$ cat config.mk
export PLATFORM = sky130hd
export DESIGN_NAME = message_markup_filter
export DESIGN_NICKNAME = d
export VERILOG_FILES = /design/src/design/mmf_pkg.sv /design/src/design/mmf_front.sv /design/src/design/mmf_queue.sv /design/src/design/mmf_back.sv /design/src/design/message_markup_filter.sv
export SDC_FILE = /design/constraint.sdc
export NUM_CORES = 1
export LEC_CHECK = 0
export BUFFER_PORTS_ARGS = -buffer_cell sky130_fd_sc_hd__buf_2
export CORE_MARGIN = 2
export CORE_UTILIZATION = 60
export CTS_BUF_LIST = sky130_fd_sc_hd__clkbuf_2
export DETAILED_ROUTE_END_ITERATION = 7
export PLACE_DENSITY = 0.8
export RECOVER_POWER = 50
export SLEW_MARGIN = 40
export SYNTH_ARGS = -nofsm -noshare
export SYNTH_HDL_FRONTEND = slang
export SYNTH_SLANG_ARGS = --single-unit
$ cat constraint.sdc
create_clock -name clk_i -period 10.4 [get_ports clk_i]
set_clock_uncertainty 0.1 [all_clocks]
set_input_delay 2.08 -clock clk_i [delete_from_list [all_inputs] [get_ports clk_i]]
set_output_delay 2.08 -clock clk_i [all_outputs]
set_load 0.02 [all_outputs]
$ cat src/design/mmf_pkg.sv
`timescale 1ns / 1ps
package mmf_pkg;

  localparam int unsigned TagDepthDef = 8;
  localparam int unsigned WsHoldDef   = 32;
  localparam int unsigned QDepth      = 4;

  // result kinds
  localparam logic [2:0] KIND_BYTE  = 3'd0;
  localparam logic [2:0] KIND_ANCHOR = 3'd1;
  localparam logic [2:0] KIND_SEP   = 3'd2;
  localparam logic [2:0] KIND_TERM  = 3'd3;
  localparam logic [2:0] KIND_BREAK = 3'd4;
  localparam logic [2:0] KIND_END   = 3'd5;

  // error codes
  localparam logic [1:0] ERR_NONE = 2'd0;
  localparam logic [1:0] ERR_TAG  = 2'd1;
  localparam logic [1:0] ERR_HOLD = 2'd2;

  localparam logic [7:0] ChSpace = 8'h20;
  localparam logic [7:0] ChTab   = 8'h09;
  localparam logic [7:0] ChComma = 8'h2c;
  localparam logic [7:0] ChNl    = 8'h0a;

  // byte class as seen in normal mode
  typedef enum logic [3:0] {
    CL_OTHER, CL_CARET, CL_TILDE, CL_BSLASH, CL_LT, CL_GT, CL_BAR, CL_PRINT, CL_LEAD
  } cls_e;

  // tag letter class
  typedef enum logic [1:0] {TK_NONE, TK_RUBY, TK_PLAIN, TK_SKIP} tk_e;

  // escape class
  typedef enum logic [1:0] {EK_NONE, EK_BREAK, EK_NL, EK_SELF} ek_e;

  typedef struct packed {
    logic [7:0] data;
    logic       eom;
    cls_e       cls;
    tk_e        tag;
    ek_e        esc;
    logic       is_digit;
    logic       is_colon;
    logic       is_cont;
  } item_t;

  typedef struct packed {
    logic [2:0] kind;
    logic [7:0] data;
    logic       fin;
    logic [1:0] err;
  } res_t;

  // continuation bytes that follow a utf-8 lead
  function automatic logic [1:0] utf8_extra(input logic [7:0] lead);
    logic [1:0] r;
    if (lead <= 8'hdf) r = 2'd1;
    else if (lead <= 8'hef) r = 2'd2;
    else r = 2'd3;
    return r;
  endfunction

endpackage

$ cat src/design/mmf_front.sv
`timescale 1ns / 1ps
module mmf_front (
  input  logic             s_axis_tvalid,
  output logic             s_axis_tready,
  input  logic [7:0]       s_axis_tdata,  // text_byte
  input  logic             s_axis_tlast,  // end_of_message
  output logic             wr_valid_o,
  input  logic             wr_ready_i,
  output mmf_pkg::item_t   wr_item_o
);

  logic [7:0] b;
  logic       lc_r, lc_a, lc_skip;

  assign b = s_axis_tdata;
  assign wr_valid_o = s_axis_tvalid;
  assign s_axis_tready = wr_ready_i;

  // letter tests, either case
  always_comb begin
    lc_r    = (b == 8'h72) || (b == 8'h52);
    lc_a    = (b == 8'h61) || (b == 8'h41);
    lc_skip = (b == 8'h64) || (b == 8'h44) || (b == 8'h63) || (b == 8'h43) ||
              (b == 8'h66) || (b == 8'h46) || (b == 8'h73) || (b == 8'h53) ||
              (b == 8'h77) || (b == 8'h57);
  end

  // classify the word
  always_comb begin
    wr_item_o.data     = b;
    wr_item_o.eom      = s_axis_tlast;
    wr_item_o.is_digit = (b >= 8'h30) && (b <= 8'h39);
    wr_item_o.is_colon = (b == 8'h3a);
    wr_item_o.is_cont  = (b >= 8'h80) && (b <= 8'hbf);

    if (b == 8'h5e) wr_item_o.cls = mmf_pkg::CL_CARET;
    else if (b == 8'h7e) wr_item_o.cls = mmf_pkg::CL_TILDE;
    else if (b == 8'h5c) wr_item_o.cls = mmf_pkg::CL_BSLASH;
    else if (b == 8'h3c) wr_item_o.cls = mmf_pkg::CL_LT;
    else if (b == 8'h3e) wr_item_o.cls = mmf_pkg::CL_GT;
    else if (b == 8'h7c) wr_item_o.cls = mmf_pkg::CL_BAR;
    else if (b == mmf_pkg::ChNl || (b >= 8'h20 && b <= 8'h7e)) wr_item_o.cls = mmf_pkg::CL_PRINT;
    else if (b >= 8'hc2 && b <= 8'hf4) wr_item_o.cls = mmf_pkg::CL_LEAD;
    else wr_item_o.cls = mmf_pkg::CL_OTHER;

    if (lc_r) wr_item_o.tag = mmf_pkg::TK_RUBY;
    else if (lc_a) wr_item_o.tag = mmf_pkg::TK_PLAIN;
    else if (lc_skip) wr_item_o.tag = mmf_pkg::TK_SKIP;
    else wr_item_o.tag = mmf_pkg::TK_NONE;

    if (b == 8'h6b) wr_item_o.esc = mmf_pkg::EK_BREAK;
    else if (b == 8'h6e) wr_item_o.esc = mmf_pkg::EK_NL;
    else if (b == 8'h5e || b == 8'h7e || b == 8'h3c || b == 8'h3e ||
             b == 8'h7c || b == 8'h5c) wr_item_o.esc = mmf_pkg::EK_SELF;
    else wr_item_o.esc = mmf_pkg::EK_NONE;
  end

endmodule

$ cat src/design/mmf_queue.sv
`timescale 1ns / 1ps
module mmf_queue (
  input  logic           clk_i,
  input  logic           rst_ni,
  input  logic           wr_valid_i,
  output logic           wr_ready_o,
  input  mmf_pkg::item_t wr_item_i,
  output logic           rd_valid_o,
  input  logic           rd_ready_i,
  output mmf_pkg::item_t rd_item_o
);

  localparam int unsigned AW = $clog2(mmf_pkg::QDepth);

  mmf_pkg::item_t slots_q [mmf_pkg::QDepth];
  logic [AW-1:0]  wp_q, rp_q;
  logic [AW:0]    cnt_q;
  logic           push, pop;

  assign wr_ready_o = (cnt_q != (AW+1)'(mmf_pkg::QDepth));
  assign rd_valid_o = (cnt_q != '0);
  assign rd_item_o  = slots_q[rp_q];
  assign push = wr_valid_i && wr_ready_o;
  assign pop  = rd_valid_o && rd_ready_i;

  // storage
  always_ff @(posedge clk_i) begin
    if (push) slots_q[wp_q] <= wr_item_i;
  end

  // pointers and fill count
  always_ff @(posedge clk_i or negedge rst_ni) begin
    if (!rst_ni) begin
      wp_q  <= '0;
      rp_q  <= '0;
      cnt_q <= '0;
    end else begin
      if (push) wp_q <= wp_q + AW'(1);
      if (pop) rp_q <= rp_q + AW'(1);
      if (push && !pop) cnt_q <= cnt_q + (AW+1)'(1);
      else if (pop && !push) cnt_q <= cnt_q - (AW+1)'(1);
    end
  end

endmodule

$ cat src/design/mmf_back.sv
`timescale 1ns / 1ps
module mmf_back #(
  parameter int unsigned TAG_DEPTH = mmf_pkg::TagDepthDef,
  parameter int unsigned WS_HOLD   = mmf_pkg::WsHoldDef
) (
  input  logic           clk_i,
  input  logic           rst_ni,
  input  logic           rd_valid_i,
  output logic           rd_ready_o,
  input  mmf_pkg::item_t rd_item_i,
  output logic           m_axis_tvalid,
  input  logic           m_axis_tready,
  output mmf_pkg::res_t  res_o
);

  localparam int unsigned TW  = $clog2(TAG_DEPTH + 1);
  localparam int unsigned SAW = (TAG_DEPTH > 1) ? $clog2(TAG_DEPTH) : 1;
  localparam int unsigned HW  = $clog2(WS_HOLD + 1);
  localparam int unsigned AW  = (WS_HOLD > 1) ? $clog2(WS_HOLD) : 1;

  typedef enum logic [5:0] {
    PM_NORMAL = 6'b000001,
    PM_ESC    = 6'b000010,
    PM_TAG    = 6'b000100,
    PM_DIGITS = 6'b001000,
    PM_READ   = 6'b010000,
    PM_UTF8   = 6'b100000
  } pm_e;

  typedef enum logic [2:0] {
    ST_IDLE  = 3'b001,
    ST_EMIT  = 3'b010,
    ST_CLOSE = 3'b100
  } st_e;

  st_e                state_q, state_d;
  pm_e                mode_q, mode_d;
  logic [TAG_DEPTH-1:0] stk_q, stk_d;
  logic [TW-1:0]      tcnt_q, tcnt_d;
  logic               rs_q, rs_d;
  logic [1:0]         upend_q, upend_d;
  logic [7:0]         ub_q [3];
  logic [7:0]         ub_d [3];
  logic [HW-1:0]      held_q, held_d;
  logic               brk_q, brk_d;
  logic               seg_q, seg_d;
  logic               open_q, open_d;
  logic [HW-1:0]      flush_q, flush_d;
  mmf_pkg::res_t      body_q [4];
  mmf_pkg::res_t      body_d [4];
  logic [2:0]         bn_q, bn_d, bi_q, bi_d;
  logic               eom_q, eom_d;
  logic               endph_q, endph_d;
  mmf_pkg::res_t      out_q;
  logic               ov_q;

  logic               ws_mem [WS_HOLD];
  logic               ws_rd_q;
  logic               ws_we, ws_wd;
  logic [AW-1:0]      ws_wa;

  logic               can_emit, em_valid;
  mmf_pkg::res_t      em_res;

  logic               do_norm, do_eb, do_push, push_ruby, top_ruby;
  logic [7:0]         eb_v;
  logic [2:0]         total, uidx;
  logic [SAW-1:0]     top_idx;

  assign can_emit = !ov_q || m_axis_tready;
  assign m_axis_tvalid = ov_q;
  assign res_o = out_q;
  assign top_idx = SAW'(tcnt_q - TW'(1));
  assign top_ruby = (tcnt_q != '0) && stk_q[top_idx];
  assign total = {1'b0, mmf_pkg::utf8_extra(ub_q[0])} + 3'd1;
  assign uidx = total - {1'b0, upend_q};

  function automatic mmf_pkg::res_t mk(input logic [2:0] k, input logic [7:0] d,
                                       input logic f, input logic [1:0] e);
    mmf_pkg::res_t r;
    r.kind = k;
    r.data = d;
    r.fin  = f;
    r.err  = e;
    return r;
  endfunction

  // decode and sequencing
  always_comb begin
    state_d = state_q;
    mode_d = mode_q;
    stk_d = stk_q;
    tcnt_d = tcnt_q;
    rs_d = rs_q;
    upend_d = upend_q;
    ub_d = ub_q;
    held_d = held_q;
    brk_d = brk_q;
    seg_d = seg_q;
    open_d = open_q;
    flush_d = flush_q;
    body_d = body_q;
    bn_d = bn_q;
    bi_d = bi_q;
    eom_d = eom_q;
    endph_d = endph_q;
    rd_ready_o = 1'b0;
    em_valid = 1'b0;
    em_res = mk(mmf_pkg::KIND_BYTE, 8'h00, 1'b0, mmf_pkg::ERR_NONE);
    ws_we = 1'b0;
    ws_wd = 1'b0;
    ws_wa = AW'(held_q);
    do_norm = 1'b0;
    do_eb = 1'b0;
    do_push = 1'b0;
    push_ruby = 1'b0;
    eb_v = rd_item_i.data;

    case (state_q)
      ST_IDLE: begin
        rd_ready_o = 1'b1;
        if (rd_valid_i) begin
          bn_d = '0;
          bi_d = '0;
          open_d = 1'b0;
          flush_d = '0;
          eom_d = rd_item_i.eom;
          state_d = ST_EMIT;
          case (mode_q)
            PM_ESC: begin
              mode_d = PM_NORMAL;
              case (rd_item_i.esc)
                mmf_pkg::EK_BREAK: begin
                  if (brk_q) begin
                    body_d[0] = mk(mmf_pkg::KIND_BREAK, 8'h00, 1'b0, mmf_pkg::ERR_NONE);
                    bn_d = 3'd1;
                  end
                  held_d = '0;
                  brk_d = 1'b1;
                  seg_d = 1'b0;
                end
                mmf_pkg::EK_NL: begin
                  do_eb = 1'b1;
                  eb_v = mmf_pkg::ChNl;
                end
                mmf_pkg::EK_SELF: do_eb = 1'b1;
                default: ;
              endcase
            end
            PM_TAG: begin
              mode_d = PM_NORMAL;
              if (rd_item_i.tag != mmf_pkg::TK_NONE) begin
                do_push = 1'b1;
                push_ruby = (rd_item_i.tag == mmf_pkg::TK_RUBY);
                if (rd_item_i.tag == mmf_pkg::TK_SKIP) mode_d = PM_DIGITS;
              end
            end
            PM_DIGITS: begin
              if (rd_item_i.is_digit) begin
              end else if (rd_item_i.is_colon) begin
                mode_d = PM_NORMAL;
              end else begin
                do_norm = 1'b1;
              end
            end
            PM_READ: begin
              if (rd_item_i.cls == mmf_pkg::CL_GT) do_norm = 1'b1;
              else do_eb = 1'b1;
            end
            PM_UTF8: begin
              if (rd_item_i.is_cont && upend_q != 2'd0) begin
                upend_d = upend_q - 2'd1;
                if (upend_q == 2'd1) begin
                  // sequence complete
                  for (int i = 0; i < 4; i++) begin
                    if (3'(i) < total - 3'd1)
                      body_d[i] = mk(mmf_pkg::KIND_BYTE, ub_q[(i < 3) ? i : 0], 1'b0,
                                     mmf_pkg::ERR_NONE);
                    else if (3'(i) == total - 3'd1)
                      body_d[i] = mk(mmf_pkg::KIND_BYTE, rd_item_i.data, 1'b0,
                                     mmf_pkg::ERR_NONE);
                  end
                  bn_d = total;
                  open_d = 1'b1;
                  mode_d = PM_NORMAL;
                end else begin
                  ub_d[uidx[1:0]] = rd_item_i.data;
                end
              end else begin
                upend_d = 2'd0;
                do_norm = 1'b1;
              end
            end
            default: do_norm = 1'b1;
          endcase

          // normal-mode handling
          if (do_norm) begin
            mode_d = PM_NORMAL;
            case (rd_item_i.cls)
              mmf_pkg::CL_CARET: begin
                do_eb = 1'b1;
                eb_v = mmf_pkg::ChSpace;
              end
              mmf_pkg::CL_TILDE: begin
                do_eb = 1'b1;
                eb_v = mmf_pkg::ChComma;
              end
              mmf_pkg::CL_BSLASH: mode_d = PM_ESC;
              mmf_pkg::CL_LT: mode_d = PM_TAG;
              mmf_pkg::CL_BAR: begin
                if (top_ruby && !rs_q) begin
                  body_d[0] = mk(mmf_pkg::KIND_SEP, 8'h00, 1'b0, mmf_pkg::ERR_NONE);
                  bn_d = 3'd1;
                  open_d = 1'b1;
                  rs_d = 1'b1;
                  mode_d = PM_READ;
                end
              end
              mmf_pkg::CL_GT: begin
                if (tcnt_q != '0) begin
                  if (top_ruby) begin
                    open_d = 1'b1;
                    if (!rs_q) begin
                      body_d[0] = mk(mmf_pkg::KIND_SEP, 8'h00, 1'b0, mmf_pkg::ERR_NONE);
                      body_d[1] = mk(mmf_pkg::KIND_TERM, 8'h00, 1'b0, mmf_pkg::ERR_NONE);
                      bn_d = 3'd2;
                    end else begin
                      body_d[0] = mk(mmf_pkg::KIND_TERM, 8'h00, 1'b0, mmf_pkg::ERR_NONE);
                      bn_d = 3'd1;
                    end
                  end
                  tcnt_d = tcnt_q - TW'(1);
                end
              end
              mmf_pkg::CL_PRINT: do_eb = 1'b1;
              mmf_pkg::CL_LEAD: begin
                ub_d[0] = rd_item_i.data;
                upend_d = mmf_pkg::utf8_extra(rd_item_i.data);
                mode_d = PM_UTF8;
              end
              default: ;
            endcase
          end

          // tag push
          if (do_push) begin
            if (tcnt_q >= TW'(TAG_DEPTH)) begin
              body_d[0] = mk(mmf_pkg::KIND_BYTE, 8'h00, 1'b0, mmf_pkg::ERR_TAG);
              bn_d = 3'd1;
            end else begin
              stk_d[SAW'(tcnt_q)] = push_ruby;
              tcnt_d = tcnt_q + TW'(1);
              if (push_ruby) begin
                rs_d = 1'b0;
                body_d[0] = mk(mmf_pkg::KIND_ANCHOR, 8'h00, 1'b0, mmf_pkg::ERR_NONE);
                bn_d = 3'd1;
                open_d = 1'b1;
              end
            end
          end

          // visible byte, with leading whitespace held back
          if (do_eb) begin
            if (!seg_q && (eb_v == mmf_pkg::ChSpace || eb_v == mmf_pkg::ChTab)) begin
              if (held_q >= HW'(WS_HOLD)) begin
                body_d[0] = mk(mmf_pkg::KIND_BYTE, 8'h00, 1'b0, mmf_pkg::ERR_HOLD);
                bn_d = 3'd1;
              end else begin
                ws_we = 1'b1;
                ws_wd = (eb_v == mmf_pkg::ChTab);
                held_d = held_q + HW'(1);
              end
            end else begin
              body_d[0] = mk(mmf_pkg::KIND_BYTE, eb_v, 1'b0, mmf_pkg::ERR_NONE);
              bn_d = 3'd1;
              open_d = 1'b1;
            end
          end
        end
      end

      ST_EMIT: begin
        if (can_emit) begin
          if (open_q && brk_q) begin
            em_valid = 1'b1;
            em_res = mk(mmf_pkg::KIND_BREAK, 8'h00, 1'b0, mmf_pkg::ERR_NONE);
            brk_d = 1'b0;
          end else if (open_q && flush_q < held_q) begin
            em_valid = 1'b1;
            em_res = mk(mmf_pkg::KIND_BYTE, ws_rd_q ? mmf_pkg::ChTab : mmf_pkg::ChSpace,
                        1'b0, mmf_pkg::ERR_NONE);
            flush_d = flush_q + HW'(1);
          end else begin
            if (open_q) begin
              open_d = 1'b0;
              held_d = '0;
              seg_d = 1'b1;
              flush_d = '0;
            end
            if (bi_q < bn_q) begin
              em_valid = 1'b1;
              em_res = body_q[bi_q[1:0]];
              bi_d = bi_q + 3'd1;
            end else if (endph_q) begin
              // message closed, back to reset state
              mode_d = PM_NORMAL;
              tcnt_d = '0;
              rs_d = 1'b0;
              upend_d = 2'd0;
              held_d = '0;
              brk_d = 1'b0;
              seg_d = 1'b0;
              eom_d = 1'b0;
              endph_d = 1'b0;
              state_d = ST_IDLE;
            end else if (eom_q) begin
              state_d = ST_CLOSE;
            end else begin
              state_d = ST_IDLE;
            end
          end
        end
      end

      ST_CLOSE: begin
        bi_d = '0;
        flush_d = '0;
        if (tcnt_q != '0) begin
          // close open tags from the top down
          tcnt_d = tcnt_q - TW'(1);
          if (stk_q[top_idx]) begin
            rs_d = 1'b1;
            open_d = 1'b1;
            state_d = ST_EMIT;
            if (!rs_q) begin
              body_d[0] = mk(mmf_pkg::KIND_SEP, 8'h00, 1'b0, mmf_pkg::ERR_NONE);
              body_d[1] = mk(mmf_pkg::KIND_TERM, 8'h00, 1'b0, mmf_pkg::ERR_NONE);
              bn_d = 3'd2;
            end else begin
              body_d[0] = mk(mmf_pkg::KIND_TERM, 8'h00, 1'b0, mmf_pkg::ERR_NONE);
              bn_d = 3'd1;
            end
          end
        end else begin
          body_d[0] = mk(mmf_pkg::KIND_END, 8'h00, 1'b1, mmf_pkg::ERR_NONE);
          bn_d = 3'd1;
          open_d = (held_q != '0);
          endph_d = 1'b1;
          state_d = ST_EMIT;
        end
      end

      default: state_d = ST_IDLE;
    endcase
  end

  // whitespace hold buffer
  always_ff @(posedge clk_i) begin
    if (ws_we) ws_mem[ws_wa] <= ws_wd;
    ws_rd_q <= ws_mem[AW'(flush_d)];
  end

  // payload registers
  always_ff @(posedge clk_i) begin
    stk_q <= stk_d;
    ub_q <= ub_d;
    body_q <= body_d;
    if (em_valid) out_q <= em_res;
  end

  // control registers
  always_ff @(posedge clk_i or negedge rst_ni) begin
    if (!rst_ni) begin
      state_q <= ST_IDLE;
      mode_q <= PM_NORMAL;
      tcnt_q <= '0;
      rs_q <= 1'b0;
      upend_q <= 2'd0;
      held_q <= '0;
      brk_q <= 1'b0;
      seg_q <= 1'b0;
      open_q <= 1'b0;
      flush_q <= '0;
      bn_q <= '0;
      bi_q <= '0;
      eom_q <= 1'b0;
      endph_q <= 1'b0;
      ov_q <= 1'b0;
    end else begin
      state_q <= state_d;
      mode_q <= mode_d;
      tcnt_q <= tcnt_d;
      rs_q <= rs_d;
      upend_q <= upend_d;
      held_q <= held_d;
      brk_q <= brk_d;
      seg_q <= seg_d;
      open_q <= open_d;
      flush_q <= flush_d;
      bn_q <= bn_d;
      bi_q <= bi_d;
      eom_q <= eom_d;
      endph_q <= endph_d;
      ov_q <= em_valid || (ov_q && !m_axis_tready);
    end
  end

endmodule

$ cat src/design/message_markup_filter.sv
`timescale 1ns / 1ps
// Message markup filter.
// Input channel s_axis: one message byte per word, tlast on the last byte
// of a message. Output channel m_axis: one result per word; tuser holds the
// kind (byte, ruby anchor, separator, terminator, segment break, message
// end), tdata the visible byte and the error code, tlast the message end.
// A front stage classifies each byte and pushes it into a four-entry queue;
// the back stage decodes one byte at a time and sends its results one per
// cycle, while the receiver is ready, through an output register.
// A plain byte passes the back stage's decode, send and finish steps, and
// the back stage takes no new byte from the queue until it has finished
// the last one. Bytes that open a segment first send a pending break and
// then each held space or tab; at message end the sequencer closes each
// open tag, sending the results of ruby tags, then sends the message end.
// Reset clears the parser to normal mode with no tags, no held whitespace
// and an empty queue. When the receiver stalls, the output register holds
// its word, the back stage waits, and input is taken until the queue fills.
module message_markup_filter #(
  parameter int unsigned TAG_DEPTH = mmf_pkg::TagDepthDef,
  parameter int unsigned WS_HOLD   = mmf_pkg::WsHoldDef
) (
  input  logic        clk_i,
  input  logic        rst_ni,
  input  logic        s_axis_tvalid,
  output logic        s_axis_tready,
  input  logic [7:0]  s_axis_tdata,   // text_byte[7:0]
  input  logic        s_axis_tlast,   // end_of_message
  output logic        m_axis_tvalid,
  input  logic        m_axis_tready,
  output logic [15:0] m_axis_tdata,   // out_byte[7:0], error_code[9:8], zero
  output logic [2:0]  m_axis_tuser,   // kind[2:0]
  output logic        m_axis_tlast    // final_item
);

  logic           wr_valid, wr_ready, rd_valid, rd_ready;
  mmf_pkg::item_t wr_item, rd_item;
  mmf_pkg::res_t  res;

  mmf_front u_front (
    .s_axis_tvalid (s_axis_tvalid),
    .s_axis_tready (s_axis_tready),
    .s_axis_tdata  (s_axis_tdata),
    .s_axis_tlast  (s_axis_tlast),
    .wr_valid_o    (wr_valid),
    .wr_ready_i    (wr_ready),
    .wr_item_o     (wr_item)
  );

  mmf_queue u_queue (
    .clk_i      (clk_i),
    .rst_ni     (rst_ni),
    .wr_valid_i (wr_valid),
    .wr_ready_o (wr_ready),
    .wr_item_i  (wr_item),
    .rd_valid_o (rd_valid),
    .rd_ready_i (rd_ready),
    .rd_item_o  (rd_item)
  );

  mmf_back #(
    .TAG_DEPTH (TAG_DEPTH),
    .WS_HOLD   (WS_HOLD)
  ) u_back (
    .clk_i         (clk_i),
    .rst_ni        (rst_ni),
    .rd_valid_i    (rd_valid),
    .rd_ready_o    (rd_ready),
    .rd_item_i     (rd_item),
    .m_axis_tvalid (m_axis_tvalid),
    .m_axis_tready (m_axis_tready),
    .res_o         (res)
  );

  // result packing
  assign m_axis_tdata = {6'd0, res.err, res.data};
  assign m_axis_tuser = res.kind;
  assign m_axis_tlast = res.fin;

endmodule

; ---- After elaboration in Yosys (flattened, before gate mapping)
; Memories as Yosys holds them, arrays and structs flattened. A register that Yosys moved wholly into a read port is not among the register bits.
; Cells that the tools add are included.
[classes]
n_addsub = 13
magnitude_cmp = 26
eq_ne = 79
mux = 279
bitwise_logic = 7
reduce_logical = 79
[ops]
columns = cell, n
row1 = $mux 14, 27
row2 = $mux 56, 6
row3 = $mux 6, 30
row4 = $eq 8x7->1 const B, 20
row5 = $mux 28, 4
row6 = $mux 1, 97
row7 = $mux 3, 31
row8 = $mux 4, 20
row9 = $mux 24, 3
row10 = $mux 8, 8
row11 = $pmux 14 s2, 2
row12 = $pmux 28 s2, 1
row13 = $le 8x8->1 const B, 6
row14 = $pmux 6 s4, 2
row15 = $mux 42, 1
row16 = $mux 2, 19
row17 = $reduce_and 6->1, 6
row18 = $eq 8x6->1 const B, 4
row19 = $bmux 14 s2, 1
row20 = $bwmux 24, 1
row21 = $pmux 6 s2, 2
row22 = $reduce_and 7->1, 3
row23 = $logic_or 1x1->1, 20
row24 = $reduce_and 5->1, 4
row25 = other kinds (82), 165
[word_totals]
regBits = 149
ramBits = 112
wordCells = 529
n_memories = 2
[mem_list]
columns = memory, words, width, read_ports, rd_ports_with_merged_regs, write_ports, line_no
row1 = u_queue.slots_q, 4, 20, 1, 0, 1, mmf_queue.sv:15  ; mmf_pkg::item_t slots_q [mmf_pkg::QDepth];
row2 = u_back.ws_mem, 32, 1, 1, 1, 1, mmf_back.sv:57  ; logic ws_mem [WS_HOLD];

; ---- Depth between registers and ports, before layout
[logic_depth]
word_depth = 27
mapped_depth = 12
depth_no_buf = 11

; ---- Hierarchy
; From an unflattened synthesis, not the netlist that was laid out.
[hier_totals]
hier_cells = 1034
hier_area_um2 = 12787.3
[by_module_without_submodules]
columns = module, instances, cells_per_inst, area_each_um2, seq_area_each_um2
row1 = mmf_back, 1, 825, 9007.4, 4687.0
row2 = mmf_queue, 1, 139, 3304.4, 2577.5
row3 = mmf_front, 1, 63, 426.7, 0.0
row4 = message_markup_filter, 1, 7, 48.8, 0.0

; ---- Least setup slack after synthesis
; No wires, ideal clock.
[synth_timing]
path_type = input to register
start = in m_axis_tready
end = reg u_back.ws_rd_q, read port of u_back.ws_mem
setup_ns = 0.116
arrival_time_ns = 3.851
required_time_ns = 10.184
setup_slack_ns = 6.333
stages = 9
path_buffers = 1
cell_sequence = nand2b_1 > a31oi_1 > and3_1 > nor2_2 > buf_2 > mux2_2 > o211ai_1 > nand4_1 > and4_1
[synth_between]
elab_chain_len = 3
[synth_rtl]
columns = element, line_no
row1 = start: declaration, message_markup_filter.sv:29  ; input logic m_axis_tready,
row2 = $logic_or 1x1->1, mmf_back.sv:70  ; assign can_emit = !ov_q || m_axis_tready;
row3 = $mux 6, mmf_back.sv:284  ; if (can_emit) begin
row4 = $pmux 6 s3, mmf_back.sv:119  ; case (state_q)
row5 = end: declaration, mmf_back.sv:58  ; logic ws_rd_q;
; No other way between the ends. The select of a mux whose other input is x is not followed.
; A chain may end at the register's enable or synchronous reset.

; ---- Final worst setup path
[layout_timing]
start = reg u_queue.rp_q[0]
end = mem u_back.ws_mem[10], enable pin
[layout_between]
elab_chain_len = 18
elab_cells_between_ends = 40
[layout_rtl]
columns = element, line_no
row1 = start: declaration, mmf_queue.sv:16  ; logic [AW-1:0] wp_q, rp_q;
row2 = start signal: assignment, mmf_queue.sv:39  ; if (pop) rp_q <= rp_q + AW'(1);
row3 = $mem_v2 4x20 (*), n/a
row4 = "$eq 4x3->1, or another cell as far along", mmf_back.sv:167  ; if (rd_item_i.cls == mmf_pkg::CL_GT) do_norm = 1'b1;
row5 = $mux 1 (on tied branches), "mmf_back.sv:167, mmf_back.sv:159, mmf_back.sv:171"
row6 = $pmux 1 s4, mmf_back.sv:129  ; case (mode_q)
row7 = $mux 1, mmf_back.sv:122  ; if (rd_valid_i) begin
row8 = $mux 1, mmf_back.sv:119
row9 = $mux 8, mmf_back.sv:198  ; if (do_norm) begin
row10 = $mux 8, mmf_back.sv:122
row11 = [2 not listed], n/a
row12 = $logic_or 1x1->1, mmf_back.sv:265  ; if (!seg_q && (eb_v == mmf_pkg::ChSpace || eb_v == mmf_pkg::ChTab)) begin
row13 = $logic_and 1x1->1, mmf_back.sv:265
row14 = $mux 1, mmf_back.sv:265
row15 = $mux 1 (*), mmf_back.sv:264  ; if (do_eb) begin
row16 = $mux 1 (*), mmf_back.sv:122
row17 = $mux 1 (*), mmf_back.sv:119
row18 = $mux 1 (*), mmf_back.sv:360  ; if (ws_we) ws_mem[ws_wa] <= ws_wd;
row19 = $mux 1 (not written as such) (*), mmf_back.sv:360
row20 = end: declaration, mmf_back.sv:57
; Every way passes the cells marked *; elsewhere a longest branch is shown, timed or not. The select of a mux whose other input is x is not followed.

==> metrics.log <==
[metrics] number of DRC violations after detailed-routing iteration 0: 834
[metrics] wire length on met2: about 13,000 um
[metrics] number of hold violations in the final report: 0
[metrics] data required time at the worst endpoint: about 11 ns
[metrics] Layout Cells excl Fill: between 1,000 and 1,500
[metrics] via/cell ratio: 6.26
[metrics] type of the worst setup path: reg2reg
[metrics] post-DP HPWL: approximately 20,000 um
[metrics] source of the worst register-to-register timing path: u_queue.rp_q[0]
[metrics] highest attainable clock frequency: 204 MHz
[metrics] Setup crit end kind: register
[metrics] placed insts: approximately 1,300
[metrics] total routed wirelength: around 29,000 um
[metrics] Crit-path slowest cell: clkbuf_1
[metrics] global-route wire length before repair: 46,000 um
[metrics] initial standard-cell utilization of the core: 60.8%
[metrics] number of global-route vias before repair: ~9,000
[metrics] met1 layer wirelength in the final routing: between 10,000 and 15,000 um
[metrics] growth of design area from synthesis to finish: 7.15%
[metrics] count of buffers inserted at the top-level ports: 28
[metrics] startpoint type of the worst setup path: register
[metrics] Cell Chain, Critical Path: clkbuf_1 -> mux4_2 -> nand4bb_4 -> a211oi_2 -> o211ai_4 -> a2111oi_4 -> and3_1 -> nand3_2 -> nor2_1
[metrics] length of the first detailed-routing pass in iterations: 5
[metrics] post-synthesis instance area: ~13,000 um2
[metrics] grt total ovfl: 0
[metrics] worst voltage drop across the vdd grid: ~140 uV
[metrics] fraction of final layout cells sized beyond drive strength 1: 17.7%
[metrics] Top Layer Used: met4
[metrics] clock insertion delay at the later pin of the skew report: between 0.8 and 0.9 ns
[metrics] post-synthesis cell count: about 1,100
[metrics] Placer Congestion: 0.904
[metrics] actual slew at the worst max-slew pin: 2.69 ns
[metrics] filler instances: about 1,600
[metrics] crit share post-route: a little under half
[metrics] height of the die: 150 um
[metrics] hold buffer count at CTS: 0
[metrics] cts repair resizes: 0
[metrics] final setup TNS: 0 ns
[metrics] Data arrival, critical path: 5.33 ns
[metrics] Setup crit start: u_queue.rp_q[0]
[metrics] power density cells: ~270 nW/um2
[metrics] Hold Startpoint: u_back.bn_q[2]
[metrics] total via count in the routed design: approximately 9,000
[metrics] drt drc: 0
[metrics] number of flops mapped to enable cells by yosys: approximately 200
[metrics] final slew viol count: 71
[metrics] sequential fraction of the synthesis area: between 50% and 60%
[metrics] commonest cells after routing, fill and taps aside: edfxtp_1 (202), nor2_1 (107), clkbuf_2 (97)
[metrics] Longest Clk Path Bufs: 3
[metrics] met3 WL post-DR: 2610 um
[metrics] post-synth top area cell: edfxtp_1
[metrics] antenna violations before repair: 1
[metrics] die width: roughly 150 um
[metrics] Die ar.: 22,400 um2
[metrics] violations in the final reports: capacitance limit, slew limit
[metrics] unrepaired setup endpoints after global routing: false
[metrics] Slew headroom: -79.1%
[metrics] clock slew at the register clock pins of the worst setup and hold paths: 0.10 ns
[metrics] outcome: finished with violations
[metrics] Yosys Warn Count: 0
[metrics] setup repair bufs after CTS: 0
[metrics] GRT Resource Usage Total: 26.3%
[metrics] Main synth FF type: edfxtp_1
[metrics] Core Area: approximately 21,000 um2
[metrics] Final setup viols: 0
[metrics] ANT nets after route: 0
[metrics] post-synthesis sequential element count: 250
[metrics] minimum period implied by the final worst setup slack: about 4.9 ns
[metrics] CTS Buf Count: 61
[metrics] leading cell type in the layout, fill and taps excluded: edfxtp_1
[metrics] standby leakage power: between 5 and 6 nW
[metrics] worst stage delay on the critical path: ~1.3 ns
[metrics] synthesized area divided by synthesized cell count: approximately 12 um2
[metrics] number of nets in the finished design: ~1,200
[metrics] count of pins on the block boundary: 35
[metrics] root buffer cell: clkbuf_2
[metrics] Yosys cell types: ~90
[metrics] number of clock sinks seen by CTS: between 200 and 300
[metrics] Yosys top cell area share: roughly 48%
[metrics] max-capacitance violation count: 2
[metrics] Wirelength per Cell: ~20 um
[metrics] number of H-tree branching levels: 2
[metrics] largest fanout of any net on the critical path: 22
[metrics] cell types with the largest area share after synthesis: edfxtp_1 (48%), dfrtp_1 (8.9%), mux4_2 (5.3%), nor2_1 (3.2%), nand2_1 (2.7%)
[metrics] maximum number of pins on one net before global-route repair: 48
[metrics] clock tree from TritonCTS: yes
[metrics] async set or reset register ratio after synthesis: 18.8%
[metrics] total number of placement rows: 53
[metrics] worst hold path class: reg2reg
-- path summary, 6_finish.rpt --
kind	to	slack, ns	cells past startpoint
worst max-delay path	u_back.ws_mem[10]	5.51	9
worst min-delay path	u_back.bn_q[2]	0.41	1
worst max register to register	u_back.ws_mem[10]	5.51	9
worst min register to register	u_back.bn_q[2]	0.41	1
max in group asynchronous	u_back.bi_q[0]	6.45	2
min in group asynchronous	u_back.bi_q[1]	2.05	2
-- registers in the layout (all words and copies together), names as in the netlist, 4 cells and up --
name             cells
u_queue.slots_q     80
u_back.body_q       44
u_back.ws_mem       32
u_back.ub_q         24
u_back.res_o        14
u_back.stk_q         8
u_back.flush_q       6
u_back.held_q        6
u_back.mode_q        6
u_back.tcnt_q        4
-- power breakdown --
part	internal, mW	switching [mW]	leakage [nW]
logic	0.547	0.924	2.10
clock network	0.295	0.389	0.457
registers	1.37	0.181	2.60
-- metal layers --
layer	track usage, %	vias up
met3	4.91	54
met2	42.0	471
li1	-	4153
met4	9.52	0
met5	0	-
met1	36.5	4357
-- critical path, delay by kind of cell, from the launching register on --
family / cells / cell delay (ns)
DFF: 1 / 0.33
AOI/OAI and AO/OA: 3 / 0.92
buffers and inverters: 1 / 1.26
muxes: 1 / 0.76
and+or+nand+nor: 4 / 1.26
-- cells by family (layout without fill, tap and decap cells) --
group | Yosys count | count (layout) | share of synthesized area, %
adders and majority gates | 24 | 24 | 2.42
DFF | 250 | 250 | 57.2
buffers and inverters | 98 | 198 | 3.48
and+or+nand+nor | 384 | 384 | 15.2
other | 1 | 7 | 0.0295
AOI/OAI and AO/OA | 225 | 225 | 12.4
xor gates and xnor gates | 14 | 14 | 0.965
muxes | 66 | 66 | 8.28
-- synth_stat cells, types with 4 or more instances --
cell,number
edfxtp_1,202
nor2_1,108
nand2_1,92
a21oi_1,53
dfrtp_1,45
inv_1,44
o21ai_0,42
clkbuf_1,34
nand3_1,31
mux4_2,30
nor3_1,28
and3_1,23
ha_1,23
mux2i_1,23
a211oi_1,19
nor2b_1,18
nand2b_1,16
mux2_2,13
and2_1,10
xnor2_1,10
a31oi_1,9
buf_4,8
nand4_1,8
o211ai_1,8
or3_1,8
a21o_1,7
nor3b_1,7
o22ai_1,7
a21boi_0,6
o31ai_1,6
a22oi_1,5
buf_2,5
buf_6,5
nor4_1,5
o2111ai_1,5
o2bb2ai_1,5
a311o_1,4
or2_2,4
xor2_1,4
-- stage by stage --
step	utilization (%)	area, um2	power (mW)	hold slack (ns)	setup WS [ns]
final	65.2	13600	3.71	0.414	5.51
after global routing	65.2	13600	3.94	0.436	5.09
after CTS	65.4	13700	3.71	0.415	6.19
after detailed placement	62.5	13100	3.03	0.385	5.86
after global placement	62.3	13000	2.99	0.362	5.91
after floorplan	-	12700	2.64	0.350	6.33
-- final cells by class --
| type | count | area (um2) | share of cell area, % |
|---|---|---|---|
| Sequential cell | 250 | 7270 | 53.4 |
| Multi-Input combinational cell | 719 | 5040 | 37.0 |
| Clock buffer | 97 | 485 | 3.57 |
| Tap cell | 275 | 344 | 2.53 |
| Timing Repair Buffer | 39 | 191 | 1.41 |
| Inverter | 45 | 169 | 1.24 |
| Clock inverter | 17 | 118 | 0.864 |
| Antenna cell | 1 | 2.50 | 0.0184 |
No activity file was read; power rests on OpenSTA's default activity.
